<file path="src/hdl/sdt_pkg.sv">
// Shared types and codes for the seen-device table.
package sdt_pkg;

	localparam int ADDR_W  = 48;
	localparam int KIND_W  = 8;
	localparam int RSSI_W  = 8;
	localparam int STAMP_W = 40;
	localparam int SLOT_W  = 6;

	localparam logic OP_OBSERVE = 1'b0;
	localparam logic OP_READ    = 1'b1;

	typedef struct packed {
		logic                      opcode;
		logic [ADDR_W-1:0]         device_address;
		logic [KIND_W-1:0]         device_address_kind;
		logic signed [RSSI_W-1:0]  signal_strength;
		logic [STAMP_W-1:0]        now_stamp;
		logic [SLOT_W-1:0]         read_slot;
	} req_t;

	typedef struct packed {
		logic [SLOT_W-1:0]         slot;
		logic                      hit;
		logic                      evicted;
		logic                      entry_valid;
		logic [ADDR_W-1:0]         entry_address;
		logic [KIND_W-1:0]         entry_address_kind;
		logic signed [RSSI_W-1:0]  entry_strength;
		logic [STAMP_W-1:0]        entry_stamp;
	} rsp_t;

	typedef struct packed {
		logic                      valid;
		logic [ADDR_W-1:0]         address;
		logic [KIND_W-1:0]         kind;
		logic signed [RSSI_W-1:0]  strength;
		logic [STAMP_W-1:0]        stamp;
	} entry_t;

	// Probe that walks the cell chain, one cell per cycle.
	typedef struct packed {
		logic   active;
		logic   first;
		logic   hit;
		req_t   req;
		entry_t pick;
	} probe_t;

	typedef struct packed {
		logic   en;
		entry_t ent;
	} wr_t;

endpackage

</file>
<file path="src/hdl/sdt_cell.sv">
// One table entry and its stage of the probe chain.
module sdt_cell #(
	parameter int ENTRIES = 64,
	parameter int IDX     = 0
) (
	input  logic                          clk,
	input  logic                          arst_n,
	input  sdt_pkg::probe_t               prb_in,
	input  logic [$clog2(ENTRIES)-1:0]    idx_in,
	output sdt_pkg::probe_t               prb_out,
	output logic [$clog2(ENTRIES)-1:0]    idx_out,
	input  sdt_pkg::wr_t                  wr,
	input  logic [$clog2(ENTRIES)-1:0]    wr_idx
);
	import sdt_pkg::*;

	localparam int IW = $clog2(ENTRIES);
	localparam logic [IW-1:0] MY_IDX = IW'(IDX);

	entry_t        ent_q;
	probe_t        prb_nxt;
	logic [IW-1:0] idx_nxt;
	probe_t        prb_q;
	logic [IW-1:0] idx_q;

	always_comb begin
		prb_nxt = prb_in;
		idx_nxt = idx_in;
		prb_nxt.first = 1'b0;
		if (prb_in.active) begin
			case (prb_in.req.opcode)
				OP_READ: begin
					if (IDX == int'(prb_in.req.read_slot)) begin
						prb_nxt.pick = ent_q;
					end
				end
				OP_OBSERVE: begin
					// Once a matching entry is found the rest of the chain leaves the probe alone.
					if (!prb_in.hit) begin
						if (ent_q.valid && ent_q.address == prb_in.req.device_address) begin
							prb_nxt.pick = ent_q;
							prb_nxt.hit  = 1'b1;
							idx_nxt      = MY_IDX;
						end else if (prb_in.first || !ent_q.valid ||
							ent_q.stamp < prb_in.pick.stamp) begin
							prb_nxt.pick = ent_q;
							idx_nxt      = MY_IDX;
						end
					end
				end
				default: begin
				end
			endcase
		end
	end

	always_ff @(posedge clk or negedge arst_n) begin
		if (!arst_n) begin
			ent_q <= '0;
			prb_q <= '0;
			idx_q <= '0;
		end else begin
			if (wr.en && wr_idx == MY_IDX) begin
				ent_q <= wr.ent;
			end
			prb_q <= prb_nxt;
			idx_q <= idx_nxt;
		end
	end

	assign prb_out = prb_q;
	assign idx_out = idx_q;

endmodule

</file>
<file path="config.mk">
export PLATFORM = sky130hd
export DESIGN_NAME = sdt_cell
export DESIGN_NICKNAME = d
export VERILOG_FILES = /design/src/hdl/sdt_pkg.sv /design/src/hdl/sdt_cell.sv
export SDC_FILE = /design/constraint.sdc
export NUM_CORES = 1
export LEC_CHECK = 0
export BUFFER_PORTS_ARGS = -buffer_cell sky130_fd_sc_hd__clkbuf_2
export CELL_PAD_IN_SITES_DETAIL_PLACEMENT = 1
export CELL_PAD_IN_SITES_GLOBAL_PLACEMENT = 2
export CORE_AREA = 8 8 224 226
export CTS_CLUSTER_DIAMETER = 50
export CTS_CLUSTER_SIZE = 30
export DETAILED_ROUTE_END_ITERATION = 10
export DIE_AREA = 0 0 232 234
export PLACE_DENSITY = 0.82
export SYNTH_ARGS = -nofsm -noshare
export SYNTH_HDL_FRONTEND = slang
export SYNTH_SLANG_ARGS = --single-unit
</file>
<file path="constraint.sdc">
create_clock -name clk -period 2.8 [get_ports clk]
set_input_delay 0.56 -clock clk [delete_from_list [all_inputs] [get_ports clk]]
set_output_delay 0.56 -clock clk [all_outputs]
set_load 0.03 [all_outputs]
</file>
### After elaboration in Yosys (flattened, before gate mapping)

Index checks and enable logic that the tools add are counted.

* ROM bits: 0
* memories: 0
* bits in writable memories: 0
* bits in latches: 0
* output and inout bits: 225
* register bits after elaboration: 329

* add/subtract/negate cells: 0
* magnitude comparators: 1
* multiply operators: 0
* bitwise logic cells: 1
* div/mod/pow operators: 0
* reduce and logical (&&, ||, !) cells: 7
* shift-type cells: 0
* equality and inequality tests: 1
* multiplexer cells: 15

Operators by type and width (count)
* 105-bit two-way mux: 5
* 105-bit one-hot mux with 2 select lines: 1
* 48-bit == test: 1
* 40-bit less-than comparator: 1
* 6-bit two-way mux: 5
* 6-bit zero test: 2
* 1-bit two-way mux: 4
* 1-bit logical AND: 2
* 1-bit logical OR: 2
* 1-bit zero test: 1
* 1-bit NOT: 1

### Longest topological paths before layout

* word-level depth: 8
* gate-level depth with buffers: 11
* depth with buffers taken out: 9

### Worst setup path after synthesis

Ideal clock, no wire load.

* kind: input -> register
* from: input port prb_in[38] (netlist name)
* to: register prb_q, in the netlist prb_out[55]
* data required time: 2.673 ns
* path buffers: 2
* cell stages on the path: 11
* slack: -0.113 ns
* data arrival time: 2.786 ns
* library setup time: 0.127 ns
* cells stage by stage: inv_1 > ha_1 > nand4_1 > nor4_1 > nand2_1 > nor2_1 > a2111oi_2 > o41ai_4 > buf_6 > buf_6 > mux2_1

RTL lines
* start: declaration: line sdt_cell.sv:8 `input sdt_pkg::probe_t prb_in,`
* end signal: assignment: line sdt_cell.sv:66 `prb_q <= prb_nxt;`
* end: declaration: line sdt_cell.sv:23 `probe_t prb_q;`

==> reports/results.ini <==
[floorplanning]
die_y_um=234
ios=564
dieArea_um2=54300
coreArea_um2=46800
initial_core_util_pct=26.4
die_x_um=232
rows=80

[sta]
worst_pin_slew_ns=0.674
setup_viol=94
period_needed_ns=2.90
finClkSkew_ns=0.0335
period_share_pct=103
maxSlewHeadroom_pct=55.1
final.setup.worst_slack_ns=-0.0975
rsz0062_at_grt=true
setup_tns_ns=-4.12
hold_viol=0
finalMaxSlewViolations=0
max_freq_mhz=345

[clocking]
clk_latency_ns=0.56
clock-sinks=329
cts_tree=yes
clk_pin_slew_ns=0.06
cts_made_buffers=39
cts-root-buf=clkbuf_16
htreeDepth=2
clk_path_buf_depth=3

[placement]
portBuffers=562
gp_congestion=0.787
dp_hpwl_um=36100
dpl-instance-area_um2=16400

[yosys]
synth.distinct_cells=42
synth_enable_flop_cells=0
synth_nets=1171
syn_area_um2=12400
ys_warn_count=0
yosysSeqAreaShare_pct=66.5
async_flop_share_pct=100
synth_cells=793
synthFlopType=dfrtp_1
syn_avg_cell_area_um2=15.6
ys_ff_latch=329

[routing]
ant_nets=0
via_per_inst=4.33
wirelength_um=47700
num_vias=9151
drt_iter0_drc=297
drc=0
first_pass_iters=4
post_drt_wl_per_cell_um=22.6

[finish]
layout_commonest_cell=clkbuf_2
finalInstanceArea_um2=18700
nets=1839
final_layout_size_suffix_gt1_share_pct=62.9
area_delta_synth_final_pct=51.3
most-common-layout-cells=clkbuf_2, dfrtp_1, mux2_2
final_util_pct=40.0

[job]
maxCapViolations=0

[outcome]
outcome=finished, violations left
failed_checks=setup timing

[grt]
antenna_found_initial=13
grt_max_degree=106
grt_pass1_wl_um=68500
grt_use_total_pct=16.8
grt_pass1_vias=10800
grt_overflow=0

[setup_path]
arrival_ns=3.32
cp-start-kind=register
timing.rr.start=ent_q[35]$_DFFE_PN0P_
startpoint=ent_q[35]$_DFFE_PN0P_
worstPathRequired_ns=3.22
cp_max_fo=7
critPathKind=register to register
cp-end-kind=register

[power_and_ir_drop]
power_density_nw_per_um2=673
peakVddDrop_mv=0.466
total_power_uw=12600
p_leak_uw=0.0101

[hold_path]
hp-class=input pin to register
hp-start=prb_in[161]

flip-flops by register name, summed over array words and instances (netlist names):
signal   cells
idx_out      6
prb_out    218
ent_q      105
final cells by class:
class | instances | area, µm²
fillers | 5090 | 28100
flip-flops and latches | 329 | 8230
multi-input cells | 398 | 4360
repair buffers | 650 | 3870
clock buffers | 47 | 1070
well taps | 615 | 769
clock inverters | 22 | 253
inverters | 43 | 161
diodes | 8 | 20.0
final timing paths:
kind	depth (start not counted)	endpoint	slack (ns)
max reg2reg	12	prb_out[59]$_DFF_PN0_	-0.1
min reg2reg	1	prb_out[43]$_DFF_PN0_	0.51
max	12	prb_out[59]$_DFF_PN0_	-0.1
min in group asynchronous	2	prb_out[213]$_DFF_PN0_	0.57
min	1	prb_out[161]$_DFF_PN0_	0.11
max in group asynchronous	3	prb_out[162]$_DFF_PN0_	1.41
power by group:
group | internal, µW | total (µW) | switching [µW]
Combinational | 942 | 2050 | 1110
Sequential | 5140 | 5390 | 246
Clock | 3040 | 5170 | 2130
cells in the mapped netlist, types with 2 or more instances:
master / n / area share (%)
nor4_1: 13 / 0.66
a21o_1: 2 / 0.12
ha_1: 39 / 3.9
dfrtp_1: 329 / 66
a211oi_1: 2 / 0.12
buf_2: 5 / 0.20
a21oi_1: 18 / 0.73
clkbuf_1: 5 / 0.15
and2_1: 6 / 0.30
nand4_1: 5 / 0.25
mux2_1: 49 / 4.5
buf_1: 6 / 0.18
nand3_1: 4 / 0.16
o21ai_0: 6 / 0.24
nand2_1: 17 / 0.52
nor3_1: 3 / 0.12
nor2_1: 9 / 0.27
inv_1: 42 / 1.3
xor2_1: 46 / 3.3
buf_6: 6 / 0.55
mux2_2: 160 / 15
critical path: stages, from the launching register on:
cell and delay, ns:
dfrtp_1 0.41, ha_4 0.26, nand4_1 0.11, buf_4 0.13, buf_4 0.09, nor2_1 0.03, a221o_1 0.40, a2111oi_4 0.41
o41ai_4 0.12, buf_12 0.17, clkbuf_16 0.17, buf_12 0.15, mux2_4 0.30
metal layers:
layer / track usage [%] / wire length (µm) / share of wire, % / vias to the layer above
met2: 29.6 / 24400 / 51 / 400
met5: 0 / 27 / 0.057 / -
met3: 6.41 / 4330 / 9.1 / 73
met4: 6.18 / 1470 / 3.1 / 4
li1: - / - / - / 4080
met1: 18.1 / 17500 / 37 / 4594
what timing repair did:
| item | in CTS | in global routing |
|---|---|---|
| endpoints found under the setup margin | 102 | 104 |
| endpoints found under the hold margin | 3 | 0 |
| resized for setup | 80 | 52 |
| hold buffers | 1 | 0 |
| buffers inserted | 11 | 4 |
| cloned | 5 | 4 |
| pin swaps | 6 | 8 |
kinds of logic after synthesis:
group                      synth area share, %
adders and majority gates                 3.94
other                                   0.0303
AOI/OAI and AO/OA                         2.14
and+or+nand+nor                           2.65
buffers and inverters                     2.44
DFF                                       66.5
xor gates and xnor gates                  3.32
muxes                                     19.0
per-stage QoR:
step | hold slack, ns | worst slack, ns | instances
detailed placement | 0.486 | -0.598 | 2011
global placement | 0.479 | -0.556 | 2011
CTS | 0.0665 | -0.168 | 2097
finish | 0.107 | -0.0975 | 2112
global route | 0.0688 | -0.196 | 2110
floorplan | 0.264 | 0.0347 | 793
Note: power is estimated with default switching activity, not from simulation.
